**src/rtl/lbmc_pkg.sv**
```systemverilog
// Package for the LED bar meter controller.
// Holds mode, request and register codes, widths and the reset brightness ramp.
// No dependencies.
package lbmc_pkg;

  localparam int LED_COUNT_DEF = 16;
  localparam int LED_MAX       = 16;

  typedef logic [7:0]  level_t;
  typedef logic [1:0]  mode_t;
  typedef logic [1:0]  req_t;
  typedef logic [15:0] pattern_t;

  localparam mode_t MODE_RAW  = 2'd0;
  localparam mode_t MODE_VU   = 2'd1;
  localparam mode_t MODE_DEMO = 2'd2;

  localparam req_t REQ_CTRL = 2'd0;
  localparam req_t REQ_DISP = 2'd1;
  localparam req_t REQ_ADC  = 2'd2;

  localparam logic [1:0] ADC_OFF  = 2'd0;
  localparam logic [1:0] ADC_FREE = 2'd1;
  localparam logic [1:0] ADC_TRIG = 2'd2;

  localparam logic [1:0] REG_DEBOUNCE = 2'd0;
  localparam logic [1:0] REG_PULSE    = 2'd1;
  localparam logic [1:0] REG_SLICE    = 2'd2;

  localparam level_t   DEBOUNCE_RST = 8'd16;
  localparam logic [15:0] PULSE_RST = 16'd323;
  localparam level_t   SLICE_RST    = 8'd16;

  function automatic level_t ramp_init(input logic [3:0] i);
    level_t v;
    v = (i == 4'd15) ? 8'd255 : 8'({4'd0, i} * {4'd0, i});
    return v;
  endfunction

  function automatic logic [1:0] adc_mode_of(input mode_t m);
    logic [1:0] r;
    unique case (m)
      MODE_VU:  r = ADC_FREE;
      MODE_RAW: r = ADC_TRIG;
      default:  r = ADC_OFF;
    endcase
    return r;
  endfunction

endpackage

```
**src/rtl/led_bar_meter_controller.sv**
```systemverilog
// LED bar meter controller top level: mode sequencer, pulse redraw, PWM slicing.
// One shared subtractor walks the brightness entries one LED per cycle.
// Depends on lbmc_pkg.
//
//   channel   direction  handshake               payload
//   in_       input      in_valid / in_stall     in_req_type, in_button_pressed, in_adc_value
//   out_      output     out_valid / out_stall   out_led_pattern, out_pattern_valid,
//                                                 out_current_mode, out_adc_mode
//   config    input      psel/penable/pwrite     paddr, pwdata, prdata, pready
//
// An item goes from idle straight to done, or, for an attract control or display
// tick, through a pulse or slice pass in which the shared subtractor visits one brightness entry a cycle.
// in_stall is high while an item is at work; a finished result waits in the
// output register, and a new item is taken while it waits.
// Reset loads the brightness ramp and starts in attract mode.
module led_bar_meter_controller #(
  parameter int LED_COUNT = lbmc_pkg::LED_COUNT_DEF
) (
  input  logic               clk,
  input  logic               rst_n,
  input  logic               in_valid,
  output logic               in_stall,
  input  lbmc_pkg::req_t     in_req_type,
  input  logic               in_button_pressed,
  input  logic [9:0]         in_adc_value,
  output logic               out_valid,
  input  logic               out_stall,
  output lbmc_pkg::pattern_t out_led_pattern,
  output logic               out_pattern_valid,
  output lbmc_pkg::mode_t    out_current_mode,
  output logic [1:0]         out_adc_mode,
  input  logic               psel,
  input  logic               penable,
  input  logic               pwrite,
  input  logic [3:0]         paddr,
  input  logic [31:0]        pwdata,
  output logic [31:0]        prdata,
  output logic               pready
);
  import lbmc_pkg::*;

  localparam int IDX_W = (LED_COUNT > 1) ? $clog2(LED_COUNT) : 1;
  localparam logic [IDX_W-1:0] IDX_LAST = IDX_W'(LED_COUNT - 1);
  localparam pattern_t LED_MASK = pattern_t'((17'd1 << LED_COUNT) - 17'd1);
  localparam int DW = 13;

  localparam logic [1:0] ST_IDLE  = 2'd0;
  localparam logic [1:0] ST_PULSE = 2'd1;
  localparam logic [1:0] ST_SLICE = 2'd2;
  localparam logic [1:0] ST_DONE  = 2'd3;

  logic [1:0]       state_r, state_nxt;
  logic [IDX_W-1:0] idx_r, idx_nxt;
  level_t           debounce_r, slice_step_r;
  logic [15:0]      pulse_step_r;
  mode_t            mode_r, mode_nxt;
  level_t           holdoff_r, holdoff_nxt;
  logic [15:0]      pulse_r, pulse_nxt;
  level_t           slice_r, slice_nxt;
  level_t           bright_r [LED_COUNT];
  pattern_t         res_pattern_r, res_pattern_nxt;
  logic             res_valid_r, res_valid_nxt;
  logic             out_valid_r, out_valid_nxt;
  pattern_t         out_pattern_r;
  logic             out_pvalid_r;
  mode_t            out_mode_r;
  logic [1:0]       out_adc_r;

  logic             cfg_wr, accept, load_out, attract_now, attract_after;
  logic [DW-1:0]    op_a, op_b, diff, span;
  level_t           bright_new, sel_bright;
  logic [3:0]       bar_n;
  logic [3:0]       idx_ext;

  assign pready   = 1'b1;
  assign cfg_wr   = psel & penable & pwrite;
  assign accept   = in_valid & ~in_stall;
  assign in_stall = (state_r != ST_IDLE);
  assign load_out = (state_r == ST_DONE) & (~out_valid_r | ~out_stall);
  assign idx_ext  = 4'(idx_r);
  assign sel_bright = bright_r[idx_r];
  assign attract_now = (mode_r != MODE_RAW) && (mode_r != MODE_VU);

  always_comb begin
    unique case (paddr[3:2])
      REG_DEBOUNCE: prdata = {24'd0, debounce_r};
      REG_PULSE:    prdata = {16'd0, pulse_step_r};
      REG_SLICE:    prdata = {24'd0, slice_step_r};
      default:      prdata = 32'd0;
    endcase
  end

  // shared subtractor: pulse distance or slice compare
  always_comb begin
    if (state_r == ST_PULSE) begin
      op_a = DW'({idx_ext, 8'h00});
      op_b = DW'(pulse_r[15:4]);
    end else begin
      op_a = DW'(slice_r);
      op_b = DW'(sel_bright);
    end
    diff = op_a - op_b;
    span = diff[DW-1] ? (~diff + DW'(1)) : diff;
    bright_new = (span >= DW'(255)) ? 8'd0 : 8'(DW'(255) - span);
  end

  assign bar_n = (mode_r == MODE_RAW) ? in_adc_value[9:6] : in_adc_value[5:2];

  always_comb begin
    state_nxt       = state_r;
    idx_nxt         = idx_r;
    mode_nxt        = mode_r;
    holdoff_nxt     = holdoff_r;
    pulse_nxt       = pulse_r;
    slice_nxt       = slice_r;
    res_pattern_nxt = res_pattern_r;
    res_valid_nxt   = res_valid_r;
    out_valid_nxt   = out_valid_r & out_stall;
    attract_after   = attract_now;
    if (load_out) begin
      out_valid_nxt = 1'b1;
    end
    unique case (state_r)
      ST_IDLE: begin
        if (accept) begin
          res_pattern_nxt = '0;
          res_valid_nxt   = 1'b0;
          idx_nxt         = '0;
          state_nxt       = ST_DONE;
          unique case (in_req_type)
            REQ_CTRL: begin
              if (in_button_pressed) begin
                if (holdoff_r == 8'd0) begin
                  holdoff_nxt   = debounce_r;
                  mode_nxt      = attract_now ? MODE_RAW : mode_r + 2'd1;
                  attract_after = (mode_nxt == MODE_DEMO);
                end
              end else if (holdoff_r != 8'd0) begin
                holdoff_nxt = holdoff_r - 8'd1;
              end
              if (attract_after) begin
                pulse_nxt = pulse_r + pulse_step_r;
                state_nxt = ST_PULSE;
              end
            end
            REQ_DISP: begin
              if (attract_now) begin
                slice_nxt     = slice_r + slice_step_r;
                res_valid_nxt = 1'b1;
                state_nxt     = ST_SLICE;
              end
            end
            REQ_ADC: begin
              if (!attract_now) begin
                res_pattern_nxt = pattern_t'((17'd1 << bar_n) - 17'd1) & LED_MASK;
                res_valid_nxt   = 1'b1;
              end
            end
            default: begin
            end
          endcase
        end
      end
      ST_PULSE, ST_SLICE: begin
        if (state_r == ST_SLICE) begin
          res_pattern_nxt[idx_ext] = diff[DW-1];
        end
        if (idx_r == IDX_LAST) begin
          state_nxt = ST_DONE;
        end else begin
          idx_nxt = idx_r + IDX_W'(1);
        end
      end
      ST_DONE: begin
        if (load_out) begin
          state_nxt = ST_IDLE;
        end
      end
      default: state_nxt = ST_IDLE;
    endcase
  end

  always_ff @(posedge clk) begin
    if (!rst_n) begin
      state_r      <= ST_IDLE;
      idx_r        <= '0;
      debounce_r   <= DEBOUNCE_RST;
      pulse_step_r <= PULSE_RST;
      slice_step_r <= SLICE_RST;
      mode_r       <= MODE_DEMO;
      holdoff_r    <= 8'd0;
      pulse_r      <= 16'd0;
      slice_r      <= 8'd0;
      out_valid_r  <= 1'b0;
      for (int i = 0; i < LED_COUNT; i++) begin
        bright_r[i] <= ramp_init(4'(i));
      end
    end else begin
      state_r     <= state_nxt;
      idx_r       <= idx_nxt;
      mode_r      <= mode_nxt;
      holdoff_r   <= holdoff_nxt;
      pulse_r     <= pulse_nxt;
      slice_r     <= slice_nxt;
      out_valid_r <= out_valid_nxt;
      if (state_r == ST_PULSE) begin
        bright_r[idx_r] <= bright_new;
      end
      if (cfg_wr) begin
        unique case (paddr[3:2])
          REG_DEBOUNCE: debounce_r   <= pwdata[7:0];
          REG_PULSE:    pulse_step_r <= pwdata[15:0];
          REG_SLICE:    slice_step_r <= pwdata[7:0];
          default: begin
          end
        endcase
      end
    end
  end

  always_ff @(posedge clk) begin
    res_pattern_r <= res_pattern_nxt;
    res_valid_r   <= res_valid_nxt;
    if (load_out) begin
      out_pattern_r <= res_pattern_r;
      out_pvalid_r  <= res_valid_r;
      out_mode_r    <= mode_r;
      out_adc_r     <= adc_mode_of(mode_r);
    end
  end

  assign out_valid         = out_valid_r;
  assign out_led_pattern   = out_pattern_r;
  assign out_pattern_valid = out_pvalid_r;
  assign out_current_mode  = out_mode_r;
  assign out_adc_mode      = out_adc_r;

endmodule
```
**config.mk**
```make
export PLATFORM = sky130hd
export DESIGN_NAME = led_bar_meter_controller
export DESIGN_NICKNAME = d
export VERILOG_FILES = /design/src/rtl/lbmc_pkg.sv /design/src/rtl/led_bar_meter_controller.sv
export SDC_FILE = /design/constraint.sdc
export NUM_CORES = 1
export LEC_CHECK = 0
export ABC_AREA = 1
export BUFFER_PORTS_ARGS = -buffer_cell sky130_fd_sc_hd__buf_2
export CORE_MARGIN = 3
export CORE_UTILIZATION = 40
export CTS_BUF_LIST = sky130_fd_sc_hd__clkbuf_4
export CTS_CLUSTER_DIAMETER = 150
export DETAILED_ROUTE_END_ITERATION = 10
export GPL_TIMING_DRIVEN = 0
export HOLD_SLACK_MARGIN = 0.12
export SKIP_CTS_REPAIR_TIMING = 1
export SYNTH_ARGS = -nofsm -noshare
export SYNTH_HDL_FRONTEND = slang
export SYNTH_SLANG_ARGS = --single-unit
export TNS_END_PERCENT = 100
```
**constraint.sdc**
```tcl
create_clock -name clk -period 4.5 [get_ports clk]
set_input_delay 0.9 -clock clk [delete_from_list [all_inputs] [get_ports clk]]
set_output_delay 0.9 -clock clk [all_outputs]
set_load 0.01 [all_outputs]
```
==> reports/results.txt <==
The worst setup path is captured at a flip-flop. The area growth from synthesis to layout is 16.80%, and the post-route core utilization is 47.62%. In this run the tightest slew margin relative to its limit is 40.47%.

The register bit count reported by yosys is 243, and the number of antenna violations at the first check in global routing is 1. The tools report the via total after detailed routing as 11,560. The die is 188.6 um wide. The first global-routing pass estimated 58.59 mm of wire. Port buffering added 74 buffers.

For this run, the number of standard cells in the final layout without fillers is 2,249. The number of detailed-routing iterations run before antenna repair is 7, and the number of I/O pins is 112. The tools report the fill cell total of the finished layout as 3,272. For the number of clock sinks, the log shows 243.

Of all flip-flops after synthesis, the portion carrying an async set or reset was 0%. Once the floorplan was initialized, standard cells occupied 40.77% of the core. After global routing the overflow that remains totals 0.

The area taken by flip-flops and latches is 6529 sq um, and the largest net degree at the start of global routing is 17. Among all flip-flop cells after synthesis, the most frequent one is sky130_fd_sc_hd__edfxtp_1. TritonCTS built the clock tree.

For the leakage power, the log shows 0.006355 uW. Yosys instantiated no cell more often than sky130_fd_sc_hd__nor2_1. The power after layout is 11,900 uW, and the area of the core region is 32,700 sq um.

Cells with a size suffix above 1 make up 17.94% of the layout. VDD sags by at most 0.5973 mV. The worst register-to-register path has a depth of 24. The mapped netlist covers 13,330 sq um. The logs give 0 for the number of DRC violations after detailed routing and 0 for the number of failing hold endpoints at the final stage.

Counting instances, the worst hold path has a depth of 0. For the number of setup violations in the final report, the log shows 0. STA puts the critical path data required time at 4.91 ns.

Period utilization: 95.69%. The min-delay analysis places its worst path in the category reg2reg. The run gives 1,582 as the number of cells produced by synthesis.

For the finished layout, the period the worst path requires is 4.306 ns. The detail route stage leaves a number of antenna-violating nets equal to 0. The synthesized area per cell works out to 8.428 sq um.

The max-cap check violation count is 0, and the count of placed standard cells including taps is 2,114. The die covers 35,560 sq um. The worst-path maximum fanout is 10.

Sorting the synthesized cells by area gives the leading types as sky130_fd_sc_hd__edfxtp_1, sky130_fd_sc_hd__dfxtp_1, sky130_fd_sc_hd__nor2_1, sky130_fd_sc_hd__nand2_1, sky130_fd_sc_hd__o21ai_0. Using the TritonRoute via totals, the vias-per-cell ratio works out to 5.139. The share of synthesized area in the top cell type comes to 37.39%. Kind of critical path: reg2reg. Source-to-sink clock delay at the later pin of the worst-skew pair: 0.70 ns.

The H-tree level count was 3. The flow ran to the end, and the final reports show no timing, DRC or antenna violations. In this run the power density over the cells is 764.3 nW/um^2. The average wire per cell in the routed design was 16.89 um; the row count was 66. The worst setup skew after layout was 0.04303 ns; the max-slew violation total from the final report was 0. The actual slew at the worst max-slew pin works out to 0.8870 ns. Wires add up to 37.98 mm. In this run, the number of DRC markers left after iteration 0 of detailed routing was 846. Counting the buffers created by CTS gives 67.

The highest clock rate was 232.2 MHz; the die span in y was 188.6 um. The run gives 20.93% as the total track usage. The run gives 1,870 as the final-stage net count. Data arrival time of the critical path: 4.71 ns. The number of different library cells in the post-synthesis netlist was 52.

Ranked by instance count, the synthesized netlist is headed by sky130_fd_sc_hd__nor2_1, sky130_fd_sc_hd__nand2_1, sky130_fd_sc_hd__inv_1, sky130_fd_sc_hd__edfxtp_1, sky130_fd_sc_hd__o21ai_0. The tools report the yosys synthesis warning count as 0. For the final weighted congestion of routability-driven global placement, the log shows 0.9018. The worst setup path is launched from a flip-flop. Detailed placement ended at an HPWL of 27.83 mm. The number of global-route vias before repair was 10,950; the sequential area share after synthesis was 48.95%. The tools report the clock tree root driver cell as sky130_fd_sc_hd__clkbuf_4. The worst-case hold slack came out at 0.4188 ns. The combined area of the multi-input logic cells was 5868 sq um.

The largest total area in the synthesized netlist belongs to sky130_fd_sc_hd__edfxtp_1. The maximum buffer depth of the clock tree was 3; the number of synthesized flops with an enable pin was 166. After clock tree synthesis, the clock-pin slew on the worst setup and hold paths is 0.06 ns.
## routing by layer
layer  wire (um)  vias up  global-route usage, %
li1            -     5691                      -
met1       16580     5416                  27.43
met2       17940      386                  34.54
met3        2377       64                  3.833
met4        1080        0                  8.107
met5           0        -                      0
## layout by cell type, fill, tap and decap left out, types with 6 or more instances in the layout
| cell | n |
|---|---|
| sky130_fd_sc_hd__clkbuf_1 | 23 |
| sky130_fd_sc_hd__a211oi_1 | 6 |
| sky130_fd_sc_hd__xnor2_1 | 9 |
| sky130_fd_sc_hd__nand2_1 | 248 |
| sky130_fd_sc_hd__clkbuf_4 | 104 |
| sky130_fd_sc_hd__dfxtp_1 | 75 |
| sky130_fd_sc_hd__inv_1 | 169 |
| sky130_fd_sc_hd__nand4_1 | 10 |
| sky130_fd_sc_hd__buf_2 | 78 |
| sky130_fd_sc_hd__o211ai_1 | 9 |
| sky130_fd_sc_hd__inv_2 | 7 |
| sky130_fd_sc_hd__o21ai_0 | 154 |
| sky130_fd_sc_hd__edfxtp_1 | 166 |
| sky130_fd_sc_hd__ha_1 | 48 |
| sky130_fd_sc_hd__nand3_4 | 8 |
| sky130_fd_sc_hd__o221ai_1 | 21 |
| sky130_fd_sc_hd__nor2_2 | 17 |
| sky130_fd_sc_hd__nand3_1 | 60 |
| sky130_fd_sc_hd__nor2_1 | 293 |
| sky130_fd_sc_hd__conb_1 | 17 |
| sky130_fd_sc_hd__o22ai_1 | 23 |
| sky130_fd_sc_hd__nand2_2 | 9 |
| sky130_fd_sc_hd__a21oi_1 | 85 |
| sky130_fd_sc_hd__clkbuf_2 | 9 |
| sky130_fd_sc_hd__xor2_1 | 16 |
| sky130_fd_sc_hd__clkinv_1 | 10 |
| sky130_fd_sc_hd__buf_4 | 40 |
| sky130_fd_sc_hd__buf_6 | 8 |
## cell type report
| cell class | count | share of cell area [%] |
|---|---|---|
| sequential | 243 | 41.93 |
| clock buffer | 100 | 4.821 |
| inverter | 181 | 4.403 |
| tap | 442 | 3.551 |
| clock inverter | 14 | 0.9160 |
| timing repair buffer | 97 | 3.616 |
| buffer | 72 | 3.069 |
| antenna | 1 | 0.01607 |
| multi-input combinational | 1099 | 37.68 |
## power breakdown
part           total, uW  internal [uW]  switching, uW
clock               2120           1190            938
combinational       7040           2500           4540
sequential          2740           2640            103
total              11900           6330           5580
## sequential cells by signal, indices dropped and copies added, names as in the netlist, 4 cells and up, named ones only
| register | count |
|---|---|
| slice_step_r | 8 |
| pulse_r | 16 |
| bright_r | 128 |
| pulse_step_r | 16 |
| debounce_r | 8 |
| slice_r | 8 |
| idx_ext | 4 |
| res_pattern_r | 16 |
| out_led_pattern | 16 |
| holdoff_r | 8 |
## path summary, 6_finish.rpt
check | to | from | slack (ns)
worst max-delay path | bright_r[13][5] | flip-flop | 0.19
worst min register to register | out_led_pattern[15] | res_pattern_r[15] | 0.42
worst max register to register | bright_r[13][5] | flip-flop | 0.19
worst min-delay path | out_led_pattern[15] | res_pattern_r[15] | 0.42
## metrics by stage
stage	instance area [sq um]	TNS, ns	setup WS [ns]
4_1_cts	15220	-144.28	-1.210
2_1_floorplan	13390	0	0.6964
3_3_place_gp	14310	-134.47	-1.128
6_report	15570	0	0.1938
3_5_place_dp	14330	-140.76	-1.175
5_1_grt	15570	-0.4396	-0.04432
## cell families (layout without fill, tap and decap cells)
logic type / count (synthesis) / in the layout / synth area share [%]
adders and majority gates: 53 / 53 / 5.143
AOI/OAI and AO/OA: 334 / 334 / 14.24
muxes: 1 / 1 / 0.07508
other: 2 / 18 / 0.05633
and+or+nand+nor: 669 / 669 / 21.78
DFF: 243 / 243 / 48.95
xor gates and xnor gates: 25 / 25 / 1.642
buffers and inverters: 255 / 464 / 8.117
## critical path, stage by stage (launching register included)
cell,delay (ns)
sky130_fd_sc_hd__dfxtp_2,0.38
sky130_fd_sc_hd__buf_6,0.17
sky130_fd_sc_hd__buf_6,0.18
sky130_fd_sc_hd__o21ai_0,0.10
sky130_fd_sc_hd__o22ai_1,0.27
sky130_fd_sc_hd__nor2_1,0.14
sky130_fd_sc_hd__o311ai_2,0.39
sky130_fd_sc_hd__o21ai_1,0.14
sky130_fd_sc_hd__ha_1,0.38
sky130_fd_sc_hd__nand2_1,0.08
sky130_fd_sc_hd__nand2_1,0.08
sky130_fd_sc_hd__nand2_1,0.07
sky130_fd_sc_hd__nand2_1,0.05
sky130_fd_sc_hd__nand2_1,0.10
sky130_fd_sc_hd__nand2_1,0.10
sky130_fd_sc_hd__nor2_4,0.22
sky130_fd_sc_hd__buf_6,0.17
sky130_fd_sc_hd__nand2_1,0.05
sky130_fd_sc_hd__nand2_1,0.07
sky130_fd_sc_hd__nand3_1,0.11
sky130_fd_sc_hd__nor3_4,0.27
sky130_fd_sc_hd__nor2_8,0.12
sky130_fd_sc_hd__nand3_4,0.12
sky130_fd_sc_hd__buf_6,0.18
sky130_fd_sc_hd__nand2_1,0.07
Note: power is estimated with default switching activity, not from simulation.
